## src/hdl/rmfb_pkg.sv

```systemverilog
// shared types and constants for the rgb matrix frame buffer
package rmfb_pkg;

    localparam int MATRIX_SIZE = 8;
    localparam int COL_W       = $clog2(MATRIX_SIZE);
    localparam int IN_DATA_W   = 24;
    localparam int OUT_DATA_W  = 40;
    localparam int CMD_W       = 3;

    localparam logic [COL_W-1:0] COL_LAST = COL_W'(MATRIX_SIZE - 1);
    localparam logic [7:0]       COL0_SEL = 8'h80;

    localparam logic RESULT_PIXEL = 1'b0;
    localparam logic RESULT_FRAME = 1'b1;

    typedef enum logic [CMD_W-1:0] {
        CMD_FILL_BOX    = 3'd0,
        CMD_FILL_SCREEN = 3'd1,
        CMD_INVERT      = 3'd2,
        CMD_ROTATE      = 3'd3,
        CMD_READ_PIXEL  = 3'd4,
        CMD_REFRESH     = 3'd5
    } cmd_t;

    typedef enum logic [1:0] {
        ST_IDLE,
        ST_EXEC,
        ST_BOX,
        ST_REFRESH
    } state_t;

    typedef logic [MATRIX_SIZE-1:0][7:0] plane_t;

    // controller to datapath
    typedef struct packed {
        logic             load;
        logic             box_write;
        logic             fill_all;
        logic             invert_all;
        logic             rotate_all;
        logic             emit_pixel;
        logic             emit_frame;
        logic [COL_W-1:0] col;
    } dp_cmd_t;

    // datapath to controller
    typedef struct packed {
        logic [CMD_W-1:0] cmd;
        logic [COL_W-1:0] x_lo;
        logic [COL_W-1:0] x_hi;
        logic             angle_nz;
        logic             out_free;
    } dp_stat_t;

endpackage

```

## src/hdl/rmfb_ctrl.sv

```systemverilog
// command sequencer: decodes the latched command and steps the column counter
module rmfb_ctrl
(
    input  logic               clk,
    input  logic               rst_n,
    input  logic               s_tvalid,
    output logic               s_tready,
    output rmfb_pkg::dp_cmd_t  dp_cmd,
    input  rmfb_pkg::dp_stat_t dp_stat
);

    rmfb_pkg::state_t               state_reg;
    rmfb_pkg::state_t               state_next;
    logic [rmfb_pkg::COL_W-1:0]     col_reg;
    logic [rmfb_pkg::COL_W-1:0]     col_next;

    always_ff @(posedge clk or negedge rst_n)
    begin
        if (!rst_n)
        begin
            state_reg <= rmfb_pkg::ST_IDLE;
            col_reg   <= '0;
        end
        else
        begin
            state_reg <= state_next;
            col_reg   <= col_next;
        end
    end

    always_comb
    begin
        state_next = state_reg;
        col_next   = col_reg;
        s_tready   = 1'b0;
        dp_cmd     = '0;
        dp_cmd.col = col_reg;

        case (state_reg)
            rmfb_pkg::ST_IDLE:
            begin
                s_tready = 1'b1;
                if (s_tvalid)
                begin
                    dp_cmd.load = 1'b1;
                    state_next  = rmfb_pkg::ST_EXEC;
                end
            end

            rmfb_pkg::ST_EXEC:
            begin
                state_next = rmfb_pkg::ST_IDLE;
                case (rmfb_pkg::cmd_t'(dp_stat.cmd))
                    rmfb_pkg::CMD_FILL_BOX:
                    begin
                        col_next   = dp_stat.x_lo;
                        state_next = rmfb_pkg::ST_BOX;
                    end
                    rmfb_pkg::CMD_FILL_SCREEN: dp_cmd.fill_all   = 1'b1;
                    rmfb_pkg::CMD_INVERT:      dp_cmd.invert_all = 1'b1;
                    rmfb_pkg::CMD_ROTATE:      dp_cmd.rotate_all = dp_stat.angle_nz;
                    rmfb_pkg::CMD_READ_PIXEL:
                    begin
                        // hold here until the output word slot frees up
                        if (dp_stat.out_free)
                            dp_cmd.emit_pixel = 1'b1;
                        else
                            state_next = rmfb_pkg::ST_EXEC;
                    end
                    rmfb_pkg::CMD_REFRESH:
                    begin
                        col_next   = '0;
                        state_next = rmfb_pkg::ST_REFRESH;
                    end
                    default: state_next = rmfb_pkg::ST_IDLE;
                endcase
            end

            rmfb_pkg::ST_BOX:
            begin
                dp_cmd.box_write = 1'b1;
                if (col_reg == dp_stat.x_hi)
                    state_next = rmfb_pkg::ST_IDLE;
                else
                    col_next = col_reg + 1'b1;
            end

            rmfb_pkg::ST_REFRESH:
            begin
                if (dp_stat.out_free)
                begin
                    dp_cmd.emit_frame = 1'b1;
                    if (col_reg == rmfb_pkg::COL_LAST)
                        state_next = rmfb_pkg::ST_IDLE;
                    else
                        col_next = col_reg + 1'b1;
                end
            end

            default: state_next = rmfb_pkg::ST_IDLE;
        endcase
    end

endmodule

```

## src/hdl/rmfb_datapath.sv

```systemverilog
// bit planes, input word latch, column update logic and output register
module rmfb_datapath
(
    input  logic                              clk,
    input  logic                              rst_n,
    input  logic [rmfb_pkg::IN_DATA_W-1:0]    s_tdata,
    input  logic [rmfb_pkg::CMD_W-1:0]        s_tuser,
    output logic                              m_tvalid,
    input  logic                              m_tready,
    output logic [rmfb_pkg::OUT_DATA_W-1:0]   m_tdata,
    output logic                              m_tuser,
    output logic                              m_tlast,
    input  rmfb_pkg::dp_cmd_t                 dp_cmd,
    output rmfb_pkg::dp_stat_t                dp_stat
);

    // latched input word
    logic [rmfb_pkg::CMD_W-1:0] cmd_reg;
    logic [2:0]                 x0_reg;
    logic [2:0]                 y0_reg;
    logic [2:0]                 x1_reg;
    logic [2:0]                 y1_reg;
    logic [3:0]                 colour_reg;
    logic [1:0]                 angle_reg;

    rmfb_pkg::plane_t red_reg, red_next;
    rmfb_pkg::plane_t green_reg, green_next;
    rmfb_pkg::plane_t blue_reg, blue_next;
    rmfb_pkg::plane_t bar_reg, bar_next;

    logic                                m_valid_reg;
    logic [rmfb_pkg::OUT_DATA_W-1:0]     m_data_reg;
    logic [rmfb_pkg::OUT_DATA_W-1:0]     m_data_next;
    logic                                m_user_reg;
    logic                                m_last_reg;

    logic [2:0] y_lo;
    logic [2:0] y_hi;
    logic [7:0] row_mask;
    logic [3:0] pixel_bits;
    logic       out_free;

    function automatic rmfb_pkg::plane_t rot_plane(rmfb_pkg::plane_t p, logic [1:0] a);
        rmfb_pkg::plane_t r;
        r = '0;
        for (int i = 0; i < rmfb_pkg::MATRIX_SIZE; i++)
        begin
            for (int j = 0; j < rmfb_pkg::MATRIX_SIZE; j++)
            begin
                case (a)
                    2'd1:    r[i][j] = p[j][rmfb_pkg::MATRIX_SIZE-1-i];
                    2'd2:    r[i][j] = p[rmfb_pkg::MATRIX_SIZE-1-i][rmfb_pkg::MATRIX_SIZE-1-j];
                    2'd3:    r[i][j] = p[rmfb_pkg::MATRIX_SIZE-1-j][i];
                    default: r[i][j] = p[i][j];
                endcase
            end
        end
        return r;
    endfunction

    always_ff @(posedge clk)
    begin
        if (dp_cmd.load)
        begin
            cmd_reg    <= s_tuser;
            x0_reg     <= s_tdata[2:0];
            y0_reg     <= s_tdata[5:3];
            x1_reg     <= s_tdata[8:6];
            y1_reg     <= s_tdata[11:9];
            colour_reg <= s_tdata[15:12];
            angle_reg  <= s_tdata[17:16];
        end
    end

    assign y_lo = (y1_reg < y0_reg) ? y1_reg : y0_reg;
    assign y_hi = (y1_reg < y0_reg) ? y0_reg : y1_reg;

    always_comb
    begin
        for (int j = 0; j < 8; j++)
            row_mask[j] = (3'(j) >= y_lo) && (3'(j) <= y_hi);
    end

    always_comb
    begin
        red_next   = red_reg;
        green_next = green_reg;
        blue_next  = blue_reg;
        bar_next   = bar_reg;
        if (dp_cmd.box_write)
        begin
            red_next[dp_cmd.col]   = (red_reg[dp_cmd.col] & ~row_mask)
                                   | (colour_reg[0] ? row_mask : 8'h00);
            green_next[dp_cmd.col] = (green_reg[dp_cmd.col] & ~row_mask)
                                   | (colour_reg[1] ? row_mask : 8'h00);
            blue_next[dp_cmd.col]  = (blue_reg[dp_cmd.col] & ~row_mask)
                                   | (colour_reg[2] ? row_mask : 8'h00);
            bar_next[dp_cmd.col]   = (bar_reg[dp_cmd.col] & ~row_mask)
                                   | (colour_reg[3] ? row_mask : 8'h00);
        end
        else if (dp_cmd.fill_all)
        begin
            red_next   = {rmfb_pkg::MATRIX_SIZE{{8{colour_reg[0]}}}};
            green_next = {rmfb_pkg::MATRIX_SIZE{{8{colour_reg[1]}}}};
            blue_next  = {rmfb_pkg::MATRIX_SIZE{{8{colour_reg[2]}}}};
            bar_next   = {rmfb_pkg::MATRIX_SIZE{{8{colour_reg[3]}}}};
        end
        else if (dp_cmd.invert_all)
        begin
            red_next   = ~red_reg;
            green_next = ~green_reg;
            blue_next  = ~blue_reg;
        end
        else if (dp_cmd.rotate_all)
        begin
            red_next   = rot_plane(red_reg, angle_reg);
            green_next = rot_plane(green_reg, angle_reg);
            blue_next  = rot_plane(blue_reg, angle_reg);
            bar_next   = rot_plane(bar_reg, angle_reg);
        end
    end

    always_ff @(posedge clk or negedge rst_n)
    begin
        if (!rst_n)
        begin
            red_reg   <= '0;
            green_reg <= '0;
            blue_reg  <= '0;
            bar_reg   <= '0;
        end
        else
        begin
            red_reg   <= red_next;
            green_reg <= green_next;
            blue_reg  <= blue_next;
            bar_reg   <= bar_next;
        end
    end

    assign pixel_bits = {bar_reg[x0_reg][y0_reg], blue_reg[x0_reg][y0_reg],
                         green_reg[x0_reg][y0_reg], red_reg[x0_reg][y0_reg]};

    // word layout: pixel, column select, blue, red, green, zero pad
    always_comb
    begin
        if (dp_cmd.emit_frame)
            m_data_next = {4'h0, ~green_reg[dp_cmd.col], ~red_reg[dp_cmd.col],
                           ~blue_reg[dp_cmd.col], rmfb_pkg::COL0_SEL >> dp_cmd.col, 4'h0};
        else
            m_data_next = {36'h0, pixel_bits};
    end

    assign out_free = !m_valid_reg || m_tready;

    always_ff @(posedge clk or negedge rst_n)
    begin
        if (!rst_n)
            m_valid_reg <= 1'b0;
        else if (dp_cmd.emit_pixel || dp_cmd.emit_frame)
            m_valid_reg <= 1'b1;
        else if (m_tready)
            m_valid_reg <= 1'b0;
    end

    always_ff @(posedge clk)
    begin
        if (dp_cmd.emit_pixel || dp_cmd.emit_frame)
        begin
            m_data_reg <= m_data_next;
            m_user_reg <= dp_cmd.emit_frame ? rmfb_pkg::RESULT_FRAME : rmfb_pkg::RESULT_PIXEL;
            m_last_reg <= dp_cmd.emit_frame && (dp_cmd.col == rmfb_pkg::COL_LAST);
        end
    end

    assign m_tvalid = m_valid_reg;
    assign m_tdata  = m_data_reg;
    assign m_tuser  = m_user_reg;
    assign m_tlast  = m_last_reg;

    assign dp_stat.cmd      = cmd_reg;
    assign dp_stat.x_lo     = (x1_reg < x0_reg) ? x1_reg : x0_reg;
    assign dp_stat.x_hi     = (x1_reg < x0_reg) ? x0_reg : x1_reg;
    assign dp_stat.angle_nz = (angle_reg != 2'd0);
    assign dp_stat.out_free = out_free;

endmodule

```

## src/hdl/rgb_matrix_frame_buffer_core.sv

```systemverilog
// top level of the 8x8 rgb matrix frame buffer
//
//  channel   | direction | tdata                                  | tuser       | tlast
//  s_*       | in        | x_first y_first x_second y_second      | cmd         | -
//            |           | pixel_value angle (24 bits)            |             |
//  m_*       | out       | pixel_read column_select blue_drive    | result_kind | last_column
//            |           | red_drive green_drive (40 bits)        |             |
//
// one command at a time: a word is taken only while the sequencer is idle
// fill screen, invert, rotate, unused codes: accept, then execute; read pixel: execute waits for a free output
// fill box: accept, execute, then one box write per column of the box, stepped by the column counter
// refresh: accept, execute, then one column frame per column (8), each waiting on a free output register
// reset clears all four planes at once; the output register holds a word until m_tready
module rgb_matrix_frame_buffer_core
(
    input  logic                              clk,
    input  logic                              rst_n,
    input  logic                              s_tvalid,
    output logic                              s_tready,
    // x_first, y_first, x_second, y_second, pixel_value, angle, zero pad
    input  logic [rmfb_pkg::IN_DATA_W-1:0]    s_tdata,
    // cmd
    input  logic [rmfb_pkg::CMD_W-1:0]        s_tuser,
    output logic                              m_tvalid,
    input  logic                              m_tready,
    // pixel_read, column_select, blue_drive, red_drive, green_drive, zero pad
    output logic [rmfb_pkg::OUT_DATA_W-1:0]   m_tdata,
    // result_kind
    output logic                              m_tuser,
    output logic                              m_tlast
);

    rmfb_pkg::dp_cmd_t  dp_cmd;
    rmfb_pkg::dp_stat_t dp_stat;

    rmfb_ctrl u_ctrl
    (
        .clk      (clk),
        .rst_n    (rst_n),
        .s_tvalid (s_tvalid),
        .s_tready (s_tready),
        .dp_cmd   (dp_cmd),
        .dp_stat  (dp_stat)
    );

    rmfb_datapath u_datapath
    (
        .clk      (clk),
        .rst_n    (rst_n),
        .s_tdata  (s_tdata),
        .s_tuser  (s_tuser),
        .m_tvalid (m_tvalid),
        .m_tready (m_tready),
        .m_tdata  (m_tdata),
        .m_tuser  (m_tuser),
        .m_tlast  (m_tlast),
        .dp_cmd   (dp_cmd),
        .dp_stat  (dp_stat)
    );

endmodule

```

## config.mk

```make
export PLATFORM = sky130hd
export DESIGN_NAME = rgb_matrix_frame_buffer_core
export DESIGN_NICKNAME = d
export VERILOG_FILES = /design/src/hdl/rmfb_pkg.sv /design/src/hdl/rmfb_ctrl.sv /design/src/hdl/rmfb_datapath.sv /design/src/hdl/rgb_matrix_frame_buffer_core.sv
export SDC_FILE = /design/constraint.sdc
export NUM_CORES = 1
export LEC_CHECK = 0
export ABC_AREA = 1
export BUFFER_PORTS_ARGS = -buffer_cell sky130_fd_sc_hd__buf_2
export CORE_ASPECT_RATIO = 1.5
export CORE_MARGIN = 3
export CORE_UTILIZATION = 35
export CTS_BUF_LIST = sky130_fd_sc_hd__clkbuf_8
export CTS_CLUSTER_DIAMETER = 80
export DETAILED_ROUTE_END_ITERATION = 7
export HOLD_SLACK_MARGIN = 0.1
export PLACE_DENSITY = 0.47
export SYNTH_ARGS = -nofsm -noshare
export SYNTH_HDL_FRONTEND = slang
export SYNTH_SLANG_ARGS = --single-unit
```

## constraint.sdc

```tcl
create_clock -name clk -period 4.6 [get_ports clk]
set_clock_uncertainty 0.1 [all_clocks]
set_input_delay 0.69 -clock clk [delete_from_list [all_inputs] [get_ports clk]]
set_output_delay 0.69 -clock clk [all_outputs]
set_load 0.01 [all_outputs]
```

# After elaboration in Yosys (flattened, before gate mapping)
# Cells that the tools add are included.
[word_totals] ff_bits=325 in_bits=31 output_inout_bits=44
[op_classes] addsub=1 magnitude_cmp=22 eq_ne=21 n_shift=1 mux=336 bitwise_logic=15 n_reduce_logical=26
[op_table] operator="$mux 64" count=16
[op_table] operator="$pmux 1 s3" count=256
[op_table] operator="$bwmux 64" count=4
[op_table] operator="$bmux 8 s3" count=8
[op_table] operator="$not 64->64" count=3
[op_table] operator="$mux 8" count=13
[op_table] operator="$and 8x8->8" count=4
[op_table] operator="$not 8->8" count=4
[op_table] operator="$or 8x8->8" count=4
[op_table] operator="$demux 8 s3" count=1
[op_table] operator="$mux 3" count=7
[op_table] operator="$mux 1" count=18
[op_table] operator="$bmux 1 s3" count=4
[op_table] operator="$ge 3x3->1 const A" count=4
[op_table] operator="$le 3x3->1 const A" count=4
[op_table] operator="$lt 3x4->1 const B" count=3
[op_table] operator="$logic_and 1x1->1" count=10
[op_table] operator="$eq 3x3->1 const B" count=3
[op_table] operator="$pmux 3 s3" count=1
[op_table] operator="$eq 2x2->1 const B" count=4
[op_table] operator="$mux 2" count=4
[op_table] operator="$pmux 2 s4" count=1
[op_table] operator="$shr 8x3->8 const A" count=1
[op_table] operator="$eq 3x2->1 const B" count=2
[op_table] operator="other kinds (30)" count=43

# Logic depth before layout (Yosys ltp)
# Gate-level depths: netlist of the first run.
[depth] word_depth=9 mapped_depth=15 depth_no_buf=14

# Modules after synthesis
# Synthesis of the first run repeated with hierarchy kept, for this count alone.
[unflattened] hier_cells=3852 hier_area_um2=25216.7
[modules_own_cells] module="rmfb_datapath" n_inst=1 cells_each=3774 area_each_um2=24717.5
[modules_own_cells] module="rmfb_ctrl" n_inst=1 cells_each=78 area_each_um2=499.2

# Worst setup path before layout of the first run
# Ideal clock, no wire load.
[synth_path] kind="input to register" startpoint="input m_tready" endpoint="register u_datapath.m_data_reg (netlist bit u_datapath.m_tdata[0]) (enable)" setup_time_ns=0.481 arrival_ns=3.393 t_required_ns=4.019 setup_slack_ns=0.627 cell_stages=2 n_path_buf=0 path_cell_list="nor2_1 > nor3_1"
[synth_via] elab_chain_len=5
[synth_lines] element="from (decl)" line="rgb_matrix_frame_buffer_core.sv:25" rtl="input logic m_tready,"
[synth_lines] element="$logic_or 1x1->1 (*)" line="rmfb_datapath.sv:154" rtl="assign out_free = !m_valid_reg || m_tready;"
[synth_lines] element="$mux 1 (*)" line="rmfb_ctrl.sv:65, rmfb_ctrl.sv:90"
[synth_lines] element="$mux 1" line="rmfb_ctrl.sv:53" rtl="case (rmfb_pkg::cmd_t'(dp_stat.cmd))"
[synth_lines] element="$mux 4" line="rmfb_ctrl.sv:39" rtl="case (state_reg)"
[synth_lines] element="$logic_or 1x1->1 (*)" line="rmfb_datapath.sv:168" rtl="if (dp_cmd.emit_pixel || dp_cmd.emit_frame)"
[synth_lines] element="to (signal assigned)" line="rmfb_datapath.sv:170" rtl="m_data_reg <= m_data_next;"
[synth_lines] element="to (decl)" line="rmfb_datapath.sv:32" rtl="logic [rmfb_pkg::OUT_DATA_W-1:0] m_data_reg;"
# Every way passes the cells marked *; elsewhere a longest branch is shown, timed or not.
# A chain may end at the register's enable or synchronous reset.

# Final worst setup path of the first run
[layout_path] startpoint="register u_ctrl.col_reg[0] (netlist name)" endpoint="register u_datapath.green_reg[42] (netlist name)"
[layout_via] elab_chain_len=6
[layout_lines] element="from (decl)" line="rmfb_ctrl.sv:14" rtl="logic [rmfb_pkg::COL_W-1:0] col_reg;"
[layout_lines] element="from (signal assigned)" line="rmfb_ctrl.sv:27" rtl="col_reg <= col_next;"
[layout_lines] element="$lt 3x4->1 (implied by the code) (tied with other cells)" line="rmfb_datapath.sv:94" rtl="green_next[dp_cmd.col] = (green_reg[dp_cmd.col] & ~row_mask)"
[layout_lines] element="$logic_and 1x1->1 (implied by the code) / $mux 8 (equally long branches)" line="rmfb_datapath.sv:94"
[layout_lines] element="$mux 8 / $and 8x8->8 (equally long branches)" line="rmfb_datapath.sv:95, rmfb_datapath.sv:94"
[layout_lines] element="$demux 8 s3 / $or 8x8->8 (equally long branches)"
[layout_lines] element="$bwmux 64 (*)" line="rmfb_datapath.sv:94"
[layout_lines] element="$mux 64 (*)" line="rmfb_datapath.sv:90" rtl="if (dp_cmd.box_write)"
[layout_lines] element="to (signal assigned)" line="rmfb_datapath.sv:135" rtl="green_reg <= green_next;"
[layout_lines] element="to (decl)" line="rmfb_datapath.sv:27" rtl="rmfb_pkg::plane_t green_reg, green_next;"
# Every way passes the cells marked *; elsewhere a longest branch is shown, timed or not. The select of a mux whose other input is x is not followed.

==> results of run 1 <==
[stage by stage]
step                      total power [µW]  cell area, µm²  hold slack (ps)  std cells  util (%)
after global routing                 24990           28740            114.6       4935     38.90
after CTS                            23150           28740            103.0       4934     38.90
after global placement               20150           27340            420.6       4798     37.01
after floorplan                      14750           26110            294.4       3956         -
after detailed placement             20130           27340            426.9       4798     37.01
final                                23500           28750            130.7       4936     38.91
[final timing paths]
check / from / end / slack (ps) / depth (start not counted)
worst max-delay path: u_ctrl.col_reg[0] / u_datapath.green_reg[42] / 990 / 7
max in group asynchronous: rst_n / u_ctrl.col_reg[0] / 2660 / 3
min in group asynchronous: rst_n / u_datapath.blue_reg[18] / 420 / 2
worst max register to register: u_ctrl.col_reg[0] / u_datapath.green_reg[42] / 990 / 7
worst min-delay path: s_tdata[4] / u_datapath.y0_reg[1] / 130 / 1
worst min register to register: u_datapath.bar_reg[33] / u_datapath.bar_reg[33] / 440 / 2
[per-layer routing]
| metal | track usage (%) | up-vias |
|---|---|---|
| met5 | 0 | - |
| met4 | 25.75 | 0 |
| met3 | 5.978 | 522 |
| met2 | 55.39 | 1718 |
| met1 | 42.28 | 15260 |
| li1 | - | 13900 |
[worst reg2reg max path: stages, from the launching register on]
cell and delay (ps):
dfrtp_2 530, buf_4 510, nand3_2 570, nand2_1 230, buf_4 530, nand3_1 600, a21oi_1 310, a21oi_1 90
[layout make-up]
class	instances	share of cell area (%)
clock inverters	46	0.8444
flip-flops and latches	321	28.98
multi-input cells	2988	53.01
well taps	992	4.318
diodes	2	0.01741
repair buffers	180	5.067
clock buffers	68	3.256
inverters	339	4.514
[power by group through the flow]
stage | Sequential [µW] | Clock (µW) | Combinational (µW)
after floorplan | 5360 | 0 | 9390
after global placement | 6000 | 0 | 14100
after detailed placement | 5990 | 0 | 14100
after CTS | 5940 | 2990 | 14200
after global routing | 6160 | 3090 | 15700
final | 6020 | 2930 | 14500
[kinds of logic after synthesis]
kind of cell               Yosys count
AOI/OAI and AO/OA                 1759
xor gates and xnor gates             1
adders and majority gates           17
buffers and inverters              647
DFF                                321
muxes                                1
other                                1
and+or+nand+nor                   1206
[cells in the final DEF, fill, tap and decap left out, types with 3 or more instances in the layout]
master            n
a21oi_1        1127
a21oi_2           4
a31oi_1           5
buf_12           16
buf_2            63
buf_4            78
clkbuf_8         68
clkinv_1          8
clkinv_2          8
conb_1            4
dfrtp_1         261
dlygate4sd3_1    22
edfxtp_1         59
ha_1             17
inv_1           344
inv_2            16
nand2_1         333
nand2_2          43
nand2_4          11
nand3_1         380
nand3_2          25
nand3_4           6
nand4_1          13
nand4_2           6
nor2_1          357
nor2_4           16
nor3_1           12
o21ai_0         277
o21ai_4           3
o22ai_1         335
==> impl_summary.log, run 1 <==
[metrics] result of the run: completed
[metrics] I/O Pins: 75
[metrics] worst-case setup slack after placement: 1134 ps
[metrics] clock slew seen by the registers of the worst setup and hold paths: 60 ps
[metrics] count of vias placed by the detailed router: ~31000
[metrics] WP data arrival: 4100 ps
[metrics] leading cell types by total area after synthesis: dfrtp_1 (25%), a21oi_1 (22%), o22ai_1 (8.0%)
[metrics] sequential fraction of design power: 25.6%
[metrics] CP max-delay cell: nand3_1
[metrics] synthesized-area fraction occupied by adder cells: less than 1%
[metrics] peak ir drop on the vdd network: roughly 0.36 mV
[metrics] Post-Syn Area per Cell: 6.601 µm²
[metrics] xor-xnor portion of the synthesized cell area: 0.03357%
[metrics] transition time of the tightest slew-check pin: 1074 ps
[metrics] area used by multi-input combinational logic: approximately 15000 µm²
[metrics] Num CTS Buffers: 61
[metrics] area added between synthesis and finish: 10.16%
[metrics] most used standard cell by instance count after synthesis: a21oi_1
[metrics] Max Root-Sink Buffers: 3
[metrics] nets@finish: between 3000 and 4000
[metrics] commonest cells in the synthesized netlist: a21oi_1 (1127), nand3_1 (381), nor2_1 (363)
[metrics] total die area: 77930 µm²
[metrics] maximum level of the CTS H-tree: 2
[metrics] Horiz. Die Dim: between 200 and 250 µm
[metrics] final hold violations: 0
[metrics] Synthesis Warnings: 0
[metrics] Comb pwr share: 61.9%
[metrics] Clk pwr share: between 10% and 20%
[metrics] leakage power: 0.01186 µW
[metrics] DR iter-0 viols: 3462
[metrics] routed metal-1 wire length: 53300 µm
[metrics] # rows: 122
[metrics] mux contribution to synthesized area: less than 1%
[metrics] max-slew violation count: 0
[metrics] Antenna Violating Nets Remaining: 0
[metrics] startpoint-to-endpoint class of the critical path: reg -> reg
[metrics] worst setup slack after layout: 990.7 ps
[metrics] DRC Markers: 0
[metrics] DIE HEIGHT: 340.4 µm
[metrics] internal power component: 9802 µW
[metrics] portion of the clock cycle consumed by the worst path in the final layout: 78.46%
[metrics] Post-CTS Setup Inserts: 0
[metrics] Clock Root Buffer: clkbuf_8
[metrics] switching power summed over all nets: 13700 µW
[metrics] global router's overall resource usage: 34.82%
[metrics] max cap viols: 0
[metrics] Synth cell types: 39
[metrics] total standard cell area after synthesis: 26090 µm²
[metrics] global-route wire length before repair: 203700 µm
[metrics] critical path peak fanout: 32
[metrics] pwr/cell area: 817.7 nW/µm²
[metrics] first-pass iteration count of the detailed router: 8
[metrics] accumulated negative setup slack: 0 ps
[metrics] clock latency at the later pin of the worst-skew pair: between 700 and 800 ps
[metrics] layout cell share with drive strength beyond 1: a little under a tenth
[metrics] sequential-to-total area share from yosys stat: 31.92%
[metrics] Simple-Gate Fraction of Synth Area: 21.51%
[metrics] proportion of total power due to net switching: 58.30%
[metrics] vias in the first global route: 30020
[metrics] minimum period implied by the final worst setup slack: ~3600 ps
[metrics] post-detailed-route wirelength per cell: 28.49 µm
[metrics] final number of setup-violating endpoints: 0
[metrics] number of instances in the synthesized netlist: about 4000
[metrics] fraction of registers with async set or reset after synthesis: about four fifths
[metrics] post-cts hold buffer count: 22
[metrics] TritonCTS clock tree: built
[metrics] RSZ-0062 raised after global routing: no
[metrics] core area: 73880 µm²
[metrics] delay of the slowest cell on the worst path: between 500 and 600 ps
[metrics] Reg area: between 8000 and 9000 µm²
[metrics] routed wire length on met2: 63640 µm
[metrics] Resized cells post-CTS: 0
[metrics] Remaining Overflow, GRT: 0
[metrics] routability-driven placement congestion ratio: 0.9281
[metrics] worst slew slack as a fraction of its limit: 28.38%
[metrics] top routing layer in use: met4
[metrics] share of the synthesized area in compound gates (AO/OA/AOI/OAI): 35.63%
[metrics] Fmax achieved: 277.1 MHz
[metrics] leading area contributor after synthesis: dfrtp_1
[metrics] largest net degree at the start of global routing: roughly 210
[metrics] startpoint kind of the worst setup timing path: flip-flop
[metrics] Via-to-Cell Ratio: 6.362
[metrics] proportion of netlist area held by the largest area contributor: ~25%
[metrics] path class of the lowest-slack min-delay path: in -> reg
[metrics] number of antenna violations at the first check in global routing: 2
[metrics] post-detailed-placement half-perimeter wirelength: 89300 µm
[metrics] PortBufs: 64
[metrics] Top Family by Delay on Critical Path: simple AND/OR/NAND/NOR gates
[metrics] cell-by-cell trace of the critical path: buf_4 -> nand3_2 -> nand2_1 -> buf_4 -> nand3_1 -> a21oi_1 -> a21oi_1
[metrics] Layout fillers: 8152
[metrics] CP bufs+invs: 2
[metrics] largest family of logic cells by synthesized area: compound AO/OA/AOI/OAI gates
[metrics] number of register bits inferred by synthesis: 321
[metrics] endpoint required time on the critical path: 5090 ps
[metrics] DRT Wirelength: 140600 µm
[metrics] flip-flop cell with the highest count after synthesis: dfrtp_1
[metrics] CTS sink cnt: 321
[metrics] starting density of the core: 35.32%
[metrics] met3 WL post-DR: between 10000 and 15000 µm
[metrics] crit path capture type: flip-flop
[metrics] EDFF count, synth: between 50 and 60
Power figures use the tool's default switching activity.
==> run 2: changes to the inputs <==
==> constraint.sdc (replaced) <==
create_clock -name clk -period 3.8 [get_ports clk]
set_clock_uncertainty 0.1 [all_clocks]
set_input_delay 0.57 -clock clk [delete_from_list [all_inputs] [get_ports clk]]
set_output_delay 0.57 -clock clk [all_outputs]
set_load 0.01 [all_outputs]
==> run 2 against run 1 <==
Against the previous run: total power grew 23%; largest cell class unchanged; clock power grew 29%; worst hold slack gained 140 ps; via count is the same; critical path depth grew 1; non-clock buffer count grew 30; register-to-register slack lost 570 ps; sequential share of layout area shrank 0.41 points; combinational power grew 23%; first-iteration DRC count grew 2.0%.
==> impl_summary.log, run 2 (same netlist as run 1, synthesis figures left out) <==
[metrics] Antenna Violating Nets Remaining: 0
[metrics] total power of the final layout: 29000 µW
[metrics] startpoint-to-endpoint class of the critical path: reg -> reg
[metrics] core area: 73880 µm²
[metrics] global router's overall resource usage: 35.06%
[metrics] starting density of the core: between 30% and 40%
[metrics] delay of the slowest cell on the worst path: 560 ps
[metrics] length in cells of the worst reg-to-reg path: 8
[metrics] Via-to-Cell Ratio: about 6.3
[metrics] DRC Markers: 0
[metrics] most used cells in the layout excluding fill and tap cells: a21oi_1 (1127), nand3_1 (380), nor2_1 (357)
[metrics] final number of setup-violating endpoints: 0
[metrics] source of the worst register-to-register timing path: u_ctrl.col_reg[2]
[metrics] final hold violations: 0
[metrics] pwr/cell area: roughly 990 nW/µm²
[metrics] post-detailed-route wirelength per cell: between 20 and 30 µm
[metrics] clock latency at the later pin of the worst-skew pair: 780 ps
[metrics] maximum level of the CTS H-tree: 2
[metrics] leakage power: about 0.012 µW
[metrics] RSZ-0062 raised after global routing: no
[metrics] total die area: 77930 µm²
[metrics] Clk pwr share: a little over an eighth
[metrics] vias in the first global route: 30240
[metrics] internal power component: 12210 µW
[metrics] result of the run: completed
[metrics] max cap viols: 0
[metrics] slack of the worst reg-to-reg path: 420 ps
[metrics] I/O Pins: 75
[metrics] PortBufs: 64
[metrics] portion of the clock cycle consumed by the worst path in the final layout: 88.82%
[metrics] max-slew violation count: 0
[metrics] TritonCTS clock tree: built
[metrics] # rows: 122
[metrics] Num CTS Buffers: 59
[metrics] endpoint of the worst register-to-register path: u_datapath.bar_reg[29]
[metrics] DIE HEIGHT: 340.4 µm
[metrics] Horiz. Die Dim: between 200 and 250 µm
[metrics] Max Root-Sink Buffers: 3
[metrics] Comb pwr share: 61.7%
[metrics] cell-by-cell trace of the critical path: inv_2 -> nand3_2 -> nand2_2 -> inv_1 -> nor2_4 -> nand2_2 -> nor2_1 -> a21oi_1
[metrics] clock slew seen by the registers of the worst setup and hold paths: 70 ps
[metrics] minimum period implied by the final worst setup slack: 3375 ps
[metrics] post-detailed-placement half-perimeter wirelength: 90630 µm
[metrics] Remaining Overflow, GRT: 0
[metrics] peak ir drop on the vdd network: ~0.4 mV
[metrics] Critical Path End: u_datapath.bar_reg[29]
[metrics] largest net degree at the start of global routing: between 100 and 150
[metrics] utilization after layout: between 30 and 40%
[metrics] global-route wire length before repair: 205800 µm
[metrics] sequential fraction of design power: 25.3%
[metrics] proportion of total power due to net switching: 57.90%
[metrics] DRT Wirelength: 142000 µm
[metrics] post-route cell area: 29160 µm²
[metrics] nets@finish: ~4000
[metrics] CTS sink cnt: 321
[metrics] Clock Root Buffer: clkbuf_8
[metrics] switching power summed over all nets: 16790 µW
[metrics] worst slew slack as a fraction of its limit: 23.69%
[metrics] WP data arrival: around 3900 ps
[metrics] startpoint kind of the worst setup timing path: flip-flop
[metrics] critical path peak fanout: 11
[metrics] count of vias placed by the detailed router: 31400
[metrics] accumulated negative setup slack: 0 ps
[metrics] Resized cells post-CTS: 0
[metrics] crit path capture type: flip-flop
[metrics] path class of the lowest-slack min-delay path: in -> async
[metrics] transition time of the tightest slew-check pin: 1145 ps
[metrics] layout cell share with drive strength beyond 1: 10.36%
[metrics] Fmax achieved: 296.3 MHz
[metrics] start point of the critical path: u_ctrl.col_reg[2]
[metrics] first-pass iteration count of the detailed router: 7
[metrics] cell area after placement: 27670 µm²
[metrics] Layout fillers: 8159
[metrics] number of antenna violations at the first check in global routing: 3
[metrics] routability-driven placement congestion ratio: between 0.9 and 1
[metrics] endpoint required time on the critical path: 4300 ps
[metrics] DR iter-0 viols: 3530
[metrics] CP max-delay cell: dfrtp_1
[metrics] dominant cell type by count on the critical path: nand2_2
[metrics] commonest non-fill, non-tap cell in the layout: a21oi_1
[metrics] area added between synthesis and finish: 11.76%
-- run 2: routing by layer --
metal,global-route usage (%),part of all wire [%]
met3,6.221,8.6
met2,56.66,46
met4,25.39,8.5
met1,41.91,37
met5,0,0.0092
-- run 2: area by class of cell --
cell class | instances | area [µm²] | area share [%]
multi-input combinational | 2988 | 15240 | 52.27
antenna | 1 | 2.502 | 0.008581
sequential | 321 | 8329 | 28.56
clock buffer | 70 | 963.4 | 3.304
inverter | 339 | 1297 | 4.449
clock inverter | 39 | 285.3 | 0.9782
timing repair buffer | 210 | 1799 | 6.170
tap | 992 | 1241 | 4.256
-- run 2: how the worst min path moves through the flow --
stage                      startpoint                       to  slack (ps)  cells after the start
3_5_place_dp   u_datapath.bar_reg[33]   u_datapath.bar_reg[33]         420                      2
6_report                        rst_n  u_datapath.blue_reg[37]         270                      2
5_1_grt                         rst_n  u_datapath.blue_reg[37]         340                      2
2_1_floorplan                   rst_n        u_ctrl.col_reg[0]         170                      0
4_1_cts                         rst_n  u_datapath.blue_reg[37]         290                      2
3_3_place_gp   u_datapath.bar_reg[33]   u_datapath.bar_reg[33]         410                      2
-- run 2: per-stage QoR --
step | worst slack (ps) | std cells | hold slack (ps)
CTS | 561.6 | 4959 | 286.1
global placement | 610.9 | 4826 | 409.6
floorplan | 1112 | 3956 | 174.4
global route | 325.4 | 4960 | 338.1
finish | 424.9 | 4960 | 274.8
detailed placement | 593.1 | 4826 | 422.9
-- run 2: what timing repair did --
action	in CTS	in global routing
hold buffers	24	0
endpoints found under the hold margin	90	0
buffers inserted	0	0
-- run 2: worst max-delay path, delay by kind of cell (launching register included) --
kind | cells | cell delay (ps)
compound gates | 1 | 80
buf+inv | 2 | 460
flops | 1 | 560
simple gates | 5 | 1960
-- run 2: power by group through the flow --
stage | clock network [µW] | logic, µW | registers (µW)
2_1_floorplan | 0 | 11400 | 6480
3_3_place_gp | 0 | 17300 | 7290
3_5_place_dp | 0 | 17400 | 7290
4_1_cts | 3820 | 17400 | 7230
5_1_grt | 3960 | 19200 | 7490
6_report | 3770 | 17900 | 7330
